--- src/sfzc_pkg.sv ---
package sfzc_pkg;

	// sample and moving average
	localparam int unsigned SAMPLE_W   = 12;
	localparam int unsigned SAMPLE_MAX = (1 << SAMPLE_W) - 1;
	localparam int unsigned WINDOW     = 5;
	localparam int unsigned POS_W      = (WINDOW > 1) ? $clog2(WINDOW) : 1;
	localparam int unsigned SUM_W      = $clog2(WINDOW * SAMPLE_MAX + 1);
	localparam int unsigned WIN_LOG    = $clog2(WINDOW);
	// floor(s / WINDOW) = (s * AVG_RECIP) >> AVG_SH for every s below 2^SUM_W
	localparam int unsigned AVG_SH      = SUM_W + WIN_LOG;
	localparam int unsigned AVG_RECIP_W = SUM_W + 1;
	localparam logic [AVG_RECIP_W-1:0] AVG_RECIP =
		AVG_RECIP_W'(((64'd1 << AVG_SH) + 64'(WINDOW) - 64'd1) / 64'(WINDOW));
	localparam int unsigned AVG_PROD_W  = SUM_W + AVG_RECIP_W;

	// exponential average, Q12.16
	localparam int unsigned ALPHA_W = 16;
	localparam int unsigned FRAC_W  = 16;
	localparam int unsigned EMA_W   = SAMPLE_W + FRAC_W;
	localparam logic [FRAC_W:0] ONE_Q = (FRAC_W + 1)'(1) << FRAC_W;
	localparam int unsigned PA_W    = ALPHA_W + SAMPLE_W;
	localparam int unsigned PB_W    = FRAC_W + 1 + EMA_W;
	localparam int unsigned ACC_W   = PB_W;

	// conversion to hundredths of a degree
	localparam int unsigned CDEG_W    = 16;
	localparam int unsigned CDEG_FULL = 50000;
	localparam int unsigned ADC_FULL  = 4095;
	localparam int unsigned CPROD_W   = EMA_W + CDEG_W;
	localparam int unsigned T_W       = CPROD_W - FRAC_W;
	localparam int unsigned DIV_LOG   = $clog2(ADC_FULL);
	// floor(t / ADC_FULL) = (t * TEMP_RECIP) >> TEMP_SH for every t below 2^T_W
	localparam int unsigned TEMP_SH      = T_W + DIV_LOG;
	localparam int unsigned TEMP_RECIP_W = T_W + 1;
	localparam logic [TEMP_RECIP_W-1:0] TEMP_RECIP =
		TEMP_RECIP_W'(((64'd1 << TEMP_SH) + 64'(ADC_FULL) - 64'd1) / 64'(ADC_FULL));
	localparam int unsigned DPROD_W = T_W + TEMP_RECIP_W;

	localparam int unsigned ANGLE_W = 8;

	// register file
	localparam int unsigned ADDR_W = 5;
	localparam int unsigned DATA_W = 32;
	localparam int unsigned IDX_W  = ADDR_W - 2;

	typedef enum logic [IDX_W-1:0] {
		REG_ALPHA      = 3'd0,
		REG_LOW_TH     = 3'd1,
		REG_HIGH_TH    = 3'd2,
		REG_ANG_GREEN  = 3'd3,
		REG_ANG_ORANGE = 3'd4,
		REG_ANG_RED    = 3'd5
	} reg_idx_t;

	localparam logic [ALPHA_W-1:0] ALPHA_RST      = 16'd5898;
	localparam logic [CDEG_W-1:0]  LOW_TH_RST     = 16'd1000;
	localparam logic [CDEG_W-1:0]  HIGH_TH_RST    = 16'd1350;
	localparam logic [ANGLE_W-1:0] ANG_GREEN_RST  = 8'd30;
	localparam logic [ANGLE_W-1:0] ANG_ORANGE_RST = 8'd90;
	localparam logic [ANGLE_W-1:0] ANG_RED_RST    = 8'd150;

	typedef enum logic [1:0] {
		ZONE_GREEN  = 2'd0,
		ZONE_ORANGE = 2'd1,
		ZONE_RED    = 2'd2
	} zone_t;

	typedef struct packed {
		logic [ALPHA_W-1:0] alpha;
		logic [CDEG_W-1:0]  low_th;
		logic [CDEG_W-1:0]  high_th;
		logic [ANGLE_W-1:0] ang_green;
		logic [ANGLE_W-1:0] ang_orange;
		logic [ANGLE_W-1:0] ang_red;
	} cfg_t;

	// sequencer commands to the datapath
	typedef struct packed {
		logic take;     // word accepted: ring update, EMA products
		logic ld_acc;   // new EMA, average product
		logic ld_conv;  // EMA scaled to cdeg * 4095
		logic ld_div;   // reciprocal product for /4095
		logic ld_out;   // classify and load output register
	} dp_cmd_t;

	typedef enum logic [4:0] {
		ST_IDLE = 5'b00001,
		ST_ACC  = 5'b00010,
		ST_CONV = 5'b00100,
		ST_DIV  = 5'b01000,
		ST_FIN  = 5'b10000
	} state_t;

endpackage

--- src/sfzc_regs.sv ---
module sfzc_regs (
	input  logic                             clk,
	input  logic                             arst_n,
	input  logic                             psel,
	input  logic                             penable,
	input  logic                             pwrite,
	input  logic [sfzc_pkg::ADDR_W-1:0]      paddr,
	input  logic [sfzc_pkg::DATA_W-1:0]      pwdata,
	output logic [sfzc_pkg::DATA_W-1:0]      prdata,
	output logic                             pready,
	output sfzc_pkg::cfg_t                   cfg
);

	sfzc_pkg::cfg_t cfg_q;
	logic [sfzc_pkg::IDX_W-1:0] idx;
	logic wr_en;

	assign pready = 1'b1;
	assign idx    = paddr[sfzc_pkg::ADDR_W-1:2];
	assign wr_en  = psel && penable && pwrite && pready;
	assign cfg    = cfg_q;

	always_ff @(posedge clk or negedge arst_n) begin
		if (!arst_n) begin
			cfg_q.alpha      <= sfzc_pkg::ALPHA_RST;
			cfg_q.low_th     <= sfzc_pkg::LOW_TH_RST;
			cfg_q.high_th    <= sfzc_pkg::HIGH_TH_RST;
			cfg_q.ang_green  <= sfzc_pkg::ANG_GREEN_RST;
			cfg_q.ang_orange <= sfzc_pkg::ANG_ORANGE_RST;
			cfg_q.ang_red    <= sfzc_pkg::ANG_RED_RST;
		end else if (wr_en) begin
			case (idx)
				sfzc_pkg::REG_ALPHA:      cfg_q.alpha      <= pwdata[sfzc_pkg::ALPHA_W-1:0];
				sfzc_pkg::REG_LOW_TH:     cfg_q.low_th     <= pwdata[sfzc_pkg::CDEG_W-1:0];
				sfzc_pkg::REG_HIGH_TH:    cfg_q.high_th    <= pwdata[sfzc_pkg::CDEG_W-1:0];
				sfzc_pkg::REG_ANG_GREEN:  cfg_q.ang_green  <= pwdata[sfzc_pkg::ANGLE_W-1:0];
				sfzc_pkg::REG_ANG_ORANGE: cfg_q.ang_orange <= pwdata[sfzc_pkg::ANGLE_W-1:0];
				sfzc_pkg::REG_ANG_RED:    cfg_q.ang_red    <= pwdata[sfzc_pkg::ANGLE_W-1:0];
				default: ;
			endcase
		end
	end

	always_comb begin
		case (idx)
			sfzc_pkg::REG_ALPHA:      prdata = sfzc_pkg::DATA_W'(cfg_q.alpha);
			sfzc_pkg::REG_LOW_TH:     prdata = sfzc_pkg::DATA_W'(cfg_q.low_th);
			sfzc_pkg::REG_HIGH_TH:    prdata = sfzc_pkg::DATA_W'(cfg_q.high_th);
			sfzc_pkg::REG_ANG_GREEN:  prdata = sfzc_pkg::DATA_W'(cfg_q.ang_green);
			sfzc_pkg::REG_ANG_ORANGE: prdata = sfzc_pkg::DATA_W'(cfg_q.ang_orange);
			sfzc_pkg::REG_ANG_RED:    prdata = sfzc_pkg::DATA_W'(cfg_q.ang_red);
			default:                  prdata = '0;
		endcase
	end

endmodule

--- src/sfzc_ctrl.sv ---
module sfzc_ctrl (
	input  logic                clk,
	input  logic                arst_n,
	input  logic                in_valid,
	output logic                in_stall,
	output logic                out_valid,
	input  logic                out_stall,
	output sfzc_pkg::dp_cmd_t   cmd
);

	sfzc_pkg::state_t state_q, state_d;
	logic out_valid_q;
	logic out_free;

	// output slot free now, or emptied at this edge
	assign out_free  = !out_valid_q || !out_stall;
	assign in_stall  = (state_q != sfzc_pkg::ST_IDLE);
	assign out_valid = out_valid_q;

	assign cmd.take    = in_valid && (state_q == sfzc_pkg::ST_IDLE);
	assign cmd.ld_acc  = (state_q == sfzc_pkg::ST_ACC);
	assign cmd.ld_conv = (state_q == sfzc_pkg::ST_CONV);
	assign cmd.ld_div  = (state_q == sfzc_pkg::ST_DIV);
	assign cmd.ld_out  = (state_q == sfzc_pkg::ST_FIN) && out_free;

	always_comb begin
		state_d = state_q;
		case (state_q)
			sfzc_pkg::ST_IDLE: if (in_valid) state_d = sfzc_pkg::ST_ACC;
			sfzc_pkg::ST_ACC:  state_d = sfzc_pkg::ST_CONV;
			sfzc_pkg::ST_CONV: state_d = sfzc_pkg::ST_DIV;
			sfzc_pkg::ST_DIV:  state_d = sfzc_pkg::ST_FIN;
			sfzc_pkg::ST_FIN:  if (out_free) state_d = sfzc_pkg::ST_IDLE;
			default:           state_d = sfzc_pkg::ST_IDLE;
		endcase
	end

	always_ff @(posedge clk or negedge arst_n) begin
		if (!arst_n) begin
			state_q     <= sfzc_pkg::ST_IDLE;
			out_valid_q <= 1'b0;
		end else begin
			state_q <= state_d;
			if (cmd.ld_out) begin
				out_valid_q <= 1'b1;
			end else if (!out_stall) begin
				out_valid_q <= 1'b0;
			end
		end
	end

endmodule

--- src/sfzc_dp.sv ---
module sfzc_dp (
	input  logic                                clk,
	input  logic                                arst_n,
	input  sfzc_pkg::dp_cmd_t                   cmd,
	input  sfzc_pkg::cfg_t                      cfg,
	input  logic [sfzc_pkg::SAMPLE_W-1:0]       sample,
	output logic [sfzc_pkg::SAMPLE_W-1:0]       window_average,
	output logic [sfzc_pkg::SAMPLE_W-1:0]       smoothed_value,
	output logic [sfzc_pkg::CDEG_W-1:0]         temperature_cdeg,
	output logic [1:0]                          zone,
	output logic [sfzc_pkg::ANGLE_W-1:0]        servo_angle
);

	// architectural state
	logic [sfzc_pkg::SAMPLE_W-1:0] ring_q [sfzc_pkg::WINDOW];
	logic [sfzc_pkg::POS_W-1:0]    pos_q;
	logic [sfzc_pkg::SUM_W-1:0]    sum_q;
	logic [sfzc_pkg::EMA_W-1:0]    ema_q;

	// intermediate products
	logic [sfzc_pkg::PA_W-1:0]       pa_q;
	logic [sfzc_pkg::PB_W-1:0]       pb_q;
	logic [sfzc_pkg::AVG_PROD_W-1:0] avg_prod_q;
	logic [sfzc_pkg::T_W-1:0]        t_q;
	logic [sfzc_pkg::DPROD_W-1:0]    dprod_q;

	// output register
	logic [sfzc_pkg::SAMPLE_W-1:0] avg_out_q;
	logic [sfzc_pkg::SAMPLE_W-1:0] ema_out_q;
	logic [sfzc_pkg::CDEG_W-1:0]   temp_out_q;
	sfzc_pkg::zone_t               zone_out_q;
	logic [sfzc_pkg::ANGLE_W-1:0]  angle_out_q;

	logic [sfzc_pkg::FRAC_W:0]      one_minus_a;
	logic [sfzc_pkg::ACC_W-1:0]     acc;
	logic [sfzc_pkg::CPROD_W-1:0]   cprod;
	logic [sfzc_pkg::CDEG_W-1:0]    temp;
	sfzc_pkg::zone_t                zone_d;
	logic [sfzc_pkg::ANGLE_W-1:0]   angle_d;

	assign one_minus_a = sfzc_pkg::ONE_Q - (sfzc_pkg::FRAC_W + 1)'(cfg.alpha);
	assign acc = sfzc_pkg::ACC_W'({pa_q, {sfzc_pkg::FRAC_W{1'b0}}}) + pb_q;
	assign cprod = sfzc_pkg::CPROD_W'(ema_q) * sfzc_pkg::CPROD_W'(sfzc_pkg::CDEG_FULL);
	assign temp = dprod_q[sfzc_pkg::TEMP_SH +: sfzc_pkg::CDEG_W];

	// red is tested first, so it wins over inverted thresholds
	always_comb begin
		if (temp >= cfg.high_th) begin
			zone_d  = sfzc_pkg::ZONE_RED;
			angle_d = cfg.ang_red;
		end else if (temp < cfg.low_th) begin
			zone_d  = sfzc_pkg::ZONE_GREEN;
			angle_d = cfg.ang_green;
		end else begin
			zone_d  = sfzc_pkg::ZONE_ORANGE;
			angle_d = cfg.ang_orange;
		end
	end

	always_ff @(posedge clk or negedge arst_n) begin
		if (!arst_n) begin
			for (int i = 0; i < sfzc_pkg::WINDOW; i++) begin
				ring_q[i] <= '0;
			end
			pos_q <= '0;
			sum_q <= '0;
			ema_q <= '0;
		end else begin
			if (cmd.take) begin
				sum_q <= sum_q - sfzc_pkg::SUM_W'(ring_q[pos_q])
					+ sfzc_pkg::SUM_W'(sample);
				ring_q[pos_q] <= sample;
				if (pos_q == sfzc_pkg::POS_W'(sfzc_pkg::WINDOW - 1)) begin
					pos_q <= '0;
				end else begin
					pos_q <= pos_q + sfzc_pkg::POS_W'(1);
				end
			end
			if (cmd.ld_acc) begin
				ema_q <= acc[sfzc_pkg::FRAC_W +: sfzc_pkg::EMA_W];
			end
		end
	end

	always_ff @(posedge clk) begin
		if (cmd.take) begin
			pa_q <= sfzc_pkg::PA_W'(cfg.alpha) * sfzc_pkg::PA_W'(sample);
			pb_q <= sfzc_pkg::PB_W'(one_minus_a) * sfzc_pkg::PB_W'(ema_q);
		end
		if (cmd.ld_acc) begin
			avg_prod_q <= sfzc_pkg::AVG_PROD_W'(sum_q)
				* sfzc_pkg::AVG_PROD_W'(sfzc_pkg::AVG_RECIP);
		end
		if (cmd.ld_conv) begin
			t_q <= cprod[sfzc_pkg::FRAC_W +: sfzc_pkg::T_W];
		end
		if (cmd.ld_div) begin
			dprod_q <= sfzc_pkg::DPROD_W'(t_q) * sfzc_pkg::DPROD_W'(sfzc_pkg::TEMP_RECIP);
		end
		if (cmd.ld_out) begin
			avg_out_q   <= avg_prod_q[sfzc_pkg::AVG_SH +: sfzc_pkg::SAMPLE_W];
			ema_out_q   <= ema_q[sfzc_pkg::FRAC_W +: sfzc_pkg::SAMPLE_W];
			temp_out_q  <= temp;
			zone_out_q  <= zone_d;
			angle_out_q <= angle_d;
		end
	end

	assign window_average   = avg_out_q;
	assign smoothed_value   = ema_out_q;
	assign temperature_cdeg = temp_out_q;
	assign zone             = zone_out_q;
	assign servo_angle      = angle_out_q;

endmodule

--- src/sensor_filter_zone_classifier.sv ---
// A word accepted in IDLE passes through ACC, CONV and DIV to FIN, where the output
//   register is loaded and out_valid raised once the output slot is free.
// The five-step sequencer runs the multiply chain (EMA, scale, /4095), busy outside IDLE.
// A new word is taken as soon as the sequencer is idle, even while a result waits.
// Reset (arst_n low, asynchronous): sample ring, running sum, EMA and sequencer clear,
//   output empties, configuration returns to its default values.
module sensor_filter_zone_classifier (
	input  logic                             clk,
	input  logic                             arst_n,
	// configuration port
	input  logic                             psel,
	input  logic                             penable,
	input  logic                             pwrite,
	input  logic [sfzc_pkg::ADDR_W-1:0]      paddr,
	input  logic [sfzc_pkg::DATA_W-1:0]      pwdata,
	output logic [sfzc_pkg::DATA_W-1:0]      prdata,
	output logic                             pready,
	// sample words in
	input  logic                             in_valid,
	output logic                             in_stall,
	input  logic [sfzc_pkg::SAMPLE_W-1:0]    sample,
	// result words out
	output logic                             out_valid,
	input  logic                             out_stall,
	output logic [sfzc_pkg::SAMPLE_W-1:0]    window_average,
	output logic [sfzc_pkg::SAMPLE_W-1:0]    smoothed_value,
	output logic [sfzc_pkg::CDEG_W-1:0]      temperature_cdeg,
	output logic [1:0]                       zone,
	output logic [sfzc_pkg::ANGLE_W-1:0]     servo_angle
);

	// Structure
	//   sfzc_regs : six configuration registers behind the APB-style port.
	//   sfzc_ctrl : one-hot sequencer IDLE -> ACC -> CONV -> DIV -> FIN, plus the
	//               valid bit of the output register.
	//   sfzc_dp   : sample ring, running sum, EMA state and the product registers.
	//
	// Step by step
	//   IDLE : word taken; ring slot swapped into the running sum, both EMA
	//          products (alpha*x and (1-alpha)*old) registered.
	//   ACC  : products summed and shifted into the new Q12.16 EMA; running sum
	//          times the reciprocal of the window length.
	//   CONV : EMA * 50000 >> 16, i.e. hundredths of a degree times 4095.
	//   DIV  : multiply by the reciprocal of 4095 (exact for the whole range).
	//   FIN  : thresholds compared, zone and angle picked, output register loaded;
	//          waits here if the previous result is still stalled.
	// Every multiply lands in a register before anything else uses it.

	sfzc_pkg::cfg_t    cfg;
	sfzc_pkg::dp_cmd_t cmd;

	sfzc_regs u_regs (
		.clk     (clk),
		.arst_n  (arst_n),
		.psel    (psel),
		.penable (penable),
		.pwrite  (pwrite),
		.paddr   (paddr),
		.pwdata  (pwdata),
		.prdata  (prdata),
		.pready  (pready),
		.cfg     (cfg)
	);

	sfzc_ctrl u_ctrl (
		.clk       (clk),
		.arst_n    (arst_n),
		.in_valid  (in_valid),
		.in_stall  (in_stall),
		.out_valid (out_valid),
		.out_stall (out_stall),
		.cmd       (cmd)
	);

	sfzc_dp u_dp (
		.clk              (clk),
		.arst_n           (arst_n),
		.cmd              (cmd),
		.cfg              (cfg),
		.sample           (sample),
		.window_average   (window_average),
		.smoothed_value   (smoothed_value),
		.temperature_cdeg (temperature_cdeg),
		.zone             (zone),
		.servo_angle      (servo_angle)
	);

endmodule

--- config.mk ---
export PLATFORM = sky130hd
export DESIGN_NAME = sensor_filter_zone_classifier
export DESIGN_NICKNAME = d
export VERILOG_FILES = /design/src/sfzc_pkg.sv /design/src/sfzc_regs.sv /design/src/sfzc_ctrl.sv /design/src/sfzc_dp.sv /design/src/sensor_filter_zone_classifier.sv
export SDC_FILE = /design/constraint.sdc
export NUM_CORES = 2
export LEC_CHECK = 0
export CORE_ASPECT_RATIO = 1.4
export CORE_UTILIZATION = 30
export CTS_BUF_LIST = sky130_fd_sc_hd__clkbuf_4
export CTS_CLUSTER_SIZE = 30
export DETAILED_ROUTE_END_ITERATION = 12
export DONT_BUFFER_PORTS = 1
export GPL_TIMING_DRIVEN = 0
export HOLD_SLACK_MARGIN = 0.1
export PLACE_DENSITY = 0.47
export SLEW_MARGIN = 20
export SYNTH_ARGS = -nofsm -noshare
export SYNTH_HDL_FRONTEND = slang
export SYNTH_SLANG_ARGS = --single-unit
--- constraint.sdc ---
create_clock -name clk -period 8.9 [get_ports clk]
set_input_delay 0.89 -clock clk [delete_from_list [all_inputs] [get_ports clk]]
set_output_delay 0.89 -clock clk [all_outputs]
set_load 0.03 [all_outputs]
; Yosys cells after proc, flatten, opt, wreduce, memory -nomap -nowiden
; Index checks and enable logic that the tools add are counted.
[op_classes]
magnitude_cmp = 4
addsub = 5
n_reduce_logical = 16
n_eq_ne = 15
n_bitwise = 1
muxes = 16
mul = 5
[ops]
columns = operator, count
row1 = 16-bit one-hot mux with 6 select lines, 1
row2 = 60-bit bitwise mux, 1
row3 = 28-bit by 29-bit multiplier with 56-bit output (second input constant), 1
row4 = 44-bit adder, 1
row5 = 17-bit by 28-bit multiplier with 44-bit output, 1
row6 = 28-bit by 12-bit multiplier with 40-bit output (second input constant), 1
row7 = 12-bit binary-select mux with 3-bit select, 1
row8 = 12-bit demux with 3-bit select, 1
row9 = 12-bit two-way mux, 3
row10 = 15-bit by 16-bit multiplier with 30-bit output (second input constant), 1
row11 = 16-bit by 12-bit multiplier with 28-bit output, 1
row12 = 5-bit one-hot mux with 5 select lines, 1
row13 = 17-bit by 16-bit subtractor with 17-bit output (first input constant), 1
row14 = 16-bit >= comparator, 1
row15 = 16-bit < comparator, 1
row16 = 8-bit two-way mux, 2
row17 = 15-bit by 12-bit adder with 15-bit output, 1
row18 = 15-bit by 12-bit subtractor with 15-bit output, 1
row19 = 2-bit AND reduction, 7
row20 = 5-bit two-way mux, 2
row21 = 3-bit equality test (second input constant), 3
row22 = 3-bit by 2-bit equality test with 1-bit output (second input constant), 2
row23 = 5-bit by 1-bit equality test with 1-bit output (second input constant), 1
row24 = 5-bit by 2-bit equality test with 1-bit output (second input constant), 1
row25 = other kinds (17), 25
[word_totals]
inputBits = 56
regBits = 420

; Logic depth before layout (Yosys ltp)
[logic_depth]
ltp_word = 6
mapped_depth = 31

; Hierarchy
; A second synthesis with hierarchy kept.
[hier_totals]
hier_cells = 4890
area_unflattened_um2 = 48632.9
[modules_own_cells]
columns = module, seq_area_each_um2, instances, cells_each, area_each_um2
row1 = sfzc_dp, 7517.2, 1, 4590, 44760.4
row2 = sfzc_regs, 1838.0, 1, 267, 3555.9
row3 = sfzc_ctrl, 151.4, 1, 33, 316.6

; Worst setup path after synthesis
; OpenSTA, ideal clock, no wires.
[synth_path]
path_type = reg2reg
from = register u_regs.cfg_q (netlist bit u_regs.cfg[57])
to = register u_dp.pb_q[38] (netlist bit) (data pin)
path_buffers = 2
arrival_time_ns = 7.585
stages_incl_launch_ff = 31
t_required_ns = 8.640
path_slack_ns = 1.055
synth_period_minus_slack_ns = 7.845
setup_ns = 0.260
cell_sequence = dfstp_2 > clkbuf_1 > clkinv_1 > ha_1 > or3b_1 > nor2_1 > xnor2_1 > clkbuf_1 > nand2_1 > fa_1 > inv_1 > fa_1 > inv_1 > fa_1 > inv_1 > fa_1 > fa_1 > inv_1 > fa_1 > inv_1 > ha_1 > a21o_1 > a21oi_1 > o21ai_1 > a2111o_1 > a32o_1 > a211o_1 > a21oi_1 > o21bai_1 > a211oi_1 > nor2_1
[synth_via]
elab_chain_len = 2
[synth_lines]
columns = element, line
row1 = from (decl), sfzc_regs.sv:14  ; sfzc_pkg::cfg_t cfg_q;
row2 = 17-bit by 16-bit subtractor with 17-bit output, sfzc_dp.sv:41  ; assign one_minus_a = sfzc_pkg::ONE_Q - (sfzc_pkg::FRAC_W + 1)'(cfg.alpha);
row3 = 17-bit by 28-bit multiplier with 44-bit output, sfzc_dp.sv:88  ; pb_q <= sfzc_pkg::PB_W'(one_minus_a) * sfzc_pkg::PB_W'(ema_q);
row4 = to (signal assigned), sfzc_dp.sv:88
row5 = to (decl), sfzc_dp.sv:22  ; logic [sfzc_pkg::PB_W-1:0] pb_q;
; Every way passes these cells.
; A chain may end at the register's enable or synchronous reset.

; Final worst setup path
; Same ends and word-level chain as after synthesis.

==> impl_metrics.ini <==
[layout]
final_cell_mix = inv_1, fa_1, ha_1
drive_gt1_share_pct = 7.898
final_common_cell = inv_1
area_growth_syn_to_layout_pct = 10.02
nNetsFinal = 6574

[drt]
drtPass1Iterations = 5
drtIter0Drc = 1516
routed_wl_mm = 141.8
met1_length_mm = 53.79
drc = 0
num_vias = 34540
wl_met3_mm = 5.275
avgViaCountPerCell = 4.700
met2_length_mm = 77.42
highest_layer = met4
antenna_left = 0
wire_per_inst_um = 19.30

[synthesis]
avgSynthCellArea_sq_um = 9.687
synthCells = 4993
synth_cell_types = 86
yosysSeqAreaShare_pct = 19.65
syn_area_sq_um = 48370
synth_warnings = 0
ys_seq_elements = 346
synthFlopType = edfxtp_1
async_flop_share_pct = 53.18
synth_edf_count = 162

[placed_design]
gp_congestion = 0.8734
dp_hpwl_mm = 117.8
port_buffers = 0

[setup_path]
crit_top_cell = fa_1
crit_required_ps = 9630
path_max_fanout = 10
cp_top_family = adder cells
worstPathArrival_ps = 9300
cp_slowest_cell = dfstp_4
r2r_slack_ps = 330
max_stage_delay_ps = 770
path_class = reg -> reg
crit_path_end_kind = flop
startpoint_type = flop
crit_buf_inv = 8

[global_route]
grt_max_degree = 185
antenna_found_initial = 9
grt_pass1_wl_mm = 220.3
overflow = 0
grt_use_total_pct = 17.78
grt_pass1_vias = 37630

[status]
status = complete, no violations

[die]
start_util_pct = 30.19
core-area_sq_um = 160200
fp.dieH_um = 477.1
row_count = 174
die_w_um = 341.4
die_area_sq_um = 162900
ios = 141

[sta]
post-route-min-period_ps = 8573
period_share_pct = 96.32
tightest_slew_ps = 1169
finalMaxSlewViolations = 0
fmax_mhz = 116.7
rsz0062_at_grt = no
finalSetupViolCount = 0
finalHoldViolCount = 0
relSlewSlack_pct = 22.07
fin_tns_setup_ps = 0
fin_skew_ps = 112.7

[run]
cap_violations = 0

[clock_network]
cts_buffer_depth = 3
clk_latency_ps = 1000
clock-sinks = 346
clk_pin_slew_ps = 70
clock-root-buffer = clkbuf_4
cts_htree_levels = 3
cts_buffers = 99
cts_tree = yes

[min_path]
hold_path_class = in -> reg
## synth_stat cells (6+ instances only)
cell      number  area share [%]
a22oi_1        9            0.14
xnor2_1      102             1.8
nor4_1         9            0.12
nor3_1        35            0.36
clkbuf_1     157             1.2
a211o_1        8            0.14
mux4_2        11            0.51
xor2_1        40            0.72
a21o_1        63            0.98
o21bai_1      16            0.25
o21a_1        20            0.31
edfxtp_1     162              10
a21oi_1      128             1.3
a31oi_1       14            0.18
a211oi_1      18            0.28
o211ai_1       9            0.14
nor2b_1       23            0.30
or2_2          6           0.078
mux2i_1       19            0.39
nor2_1       141             1.1
nand2_1      652             5.1
dfrtp_1      154             8.0
nand4_1       14            0.18
buf_1         23            0.18
fa_1         706              29
ha_1         665              17
o22ai_1        6           0.078
o31ai_1        9            0.14
dfstp_2       30             1.6
or3_1          8            0.10
and2_1       185             2.4
buf_4         17            0.26
nand3_1       44            0.46
and3_1        17            0.22
o21ai_1       29            0.30
mux2_2        85             2.0
inv_1       1090             8.5
o21ai_0      155             1.6
nand2b_1      15            0.19
## registers in the layout, summed over array words and instances, names as in the netlist
register               count
u_regs.cfg                72
u_dp.ring_q               60
u_dp.ema_q                28
u_dp.pa_q                 28
u_dp.pb_q                 28
u_dp.t_q                  28
u_dp.dprod_q              16
u_dp.temperature_cdeg     16
u_dp.sum_q                15
u_dp.avg_prod_q           12
u_dp.smoothed_value       12
u_dp.window_average       12
u_dp.servo_angle           8
u_ctrl.state_q             5
u_dp.pos_q                 3
u_dp.zone                  2
u_ctrl.out_valid           1
## logic make-up (layout without fill, tap and decap cells)
family,count (synthesis),in the layout,synth area share [%]
AOI/OAI and AO/OA,552,552,7.279
xor gates and xnor gates,143,143,2.605
adders and majority gates,1371,1371,46.42
buffers and inverters,1289,1510,10.14
DFF,346,346,19.65
muxes,115,115,2.884
other,2,25,0.01553
and+or+nand+nor,1175,1175,11.00
## worst paths after layout
path | cells past startpoint | startpoint | end
max | 29 | u_regs.cfg[57] | u_dp.pb_q[38]
min | 2 | sample[7] | u_dp.ring_q[7]
max reg2reg | 29 | u_regs.cfg[57] | u_dp.pb_q[38]
min reg2reg | 0 | u_dp.avg_prod_q[23] | u_dp.window_average[5]
max in group asynchronous | 3 | arst_n | u_regs.cfg[58]
min in group asynchronous | 2 | arst_n | u_dp.sum_q[5]
## timing repair
action                     CTS  global route
gates cloned                 0             0
pin swaps                    4             1
setup endpoints to repair   28             5
hold endpoints to repair   274             0
hold buffers                27             0
resized for setup           31            18
setup buffers                5             0
## stage by stage
stage	hold slack [ps]	cell area (sq um)	util [%]	setup WS, ps	cells
final	246.7	53210	33.21	327.3	7349
after CTS	121.1	53140	33.16	10.41	7344
after global placement	402.1	51070	31.87	-2505	7120
after global routing	198.6	53200	33.20	10.66	7345
after floorplan	400.3	48430	-	1055	5008
after detailed placement	406.5	51480	32.13	-1675	7139
## worst register-to-register path, delay by kind of cell, from the launching register on
| kind | cells | cell delay (ps) |
|---|---|---|
| and+or+nand+nor | 3 | 320 |
| DFF | 1 | 770 |
| adders and majority gates | 8 | 3630 |
| xor gates and xnor gates | 1 | 410 |
| buffers and inverters | 8 | 990 |
| AOI/OAI and AO/OA | 9 | 2240 |
## layout make-up
cell class,count,area [sq um]
fillers,16680,107000
multi-input cells,3373,34240
flip-flops and latches,346,9519
inverters,1091,4104
well taps,2112,2643
clock buffers,153,1149
plain buffers,184,790.8
repair buffers,52,611.8
clock inverters,30,141.4
diodes,8,20.02
## per-layer routing
metal / vias up / GRT usage, %
li1: 16070 / -
met1: 17510 / 19.64
met2: 724 / 34.17
met3: 244 / 1.940
met4: 0 / 6.905
met5: - / 0
Power is left out: the tool's default activity adds up to more than one toggle a clock period on the data nets, which glitch-free logic cannot reach.
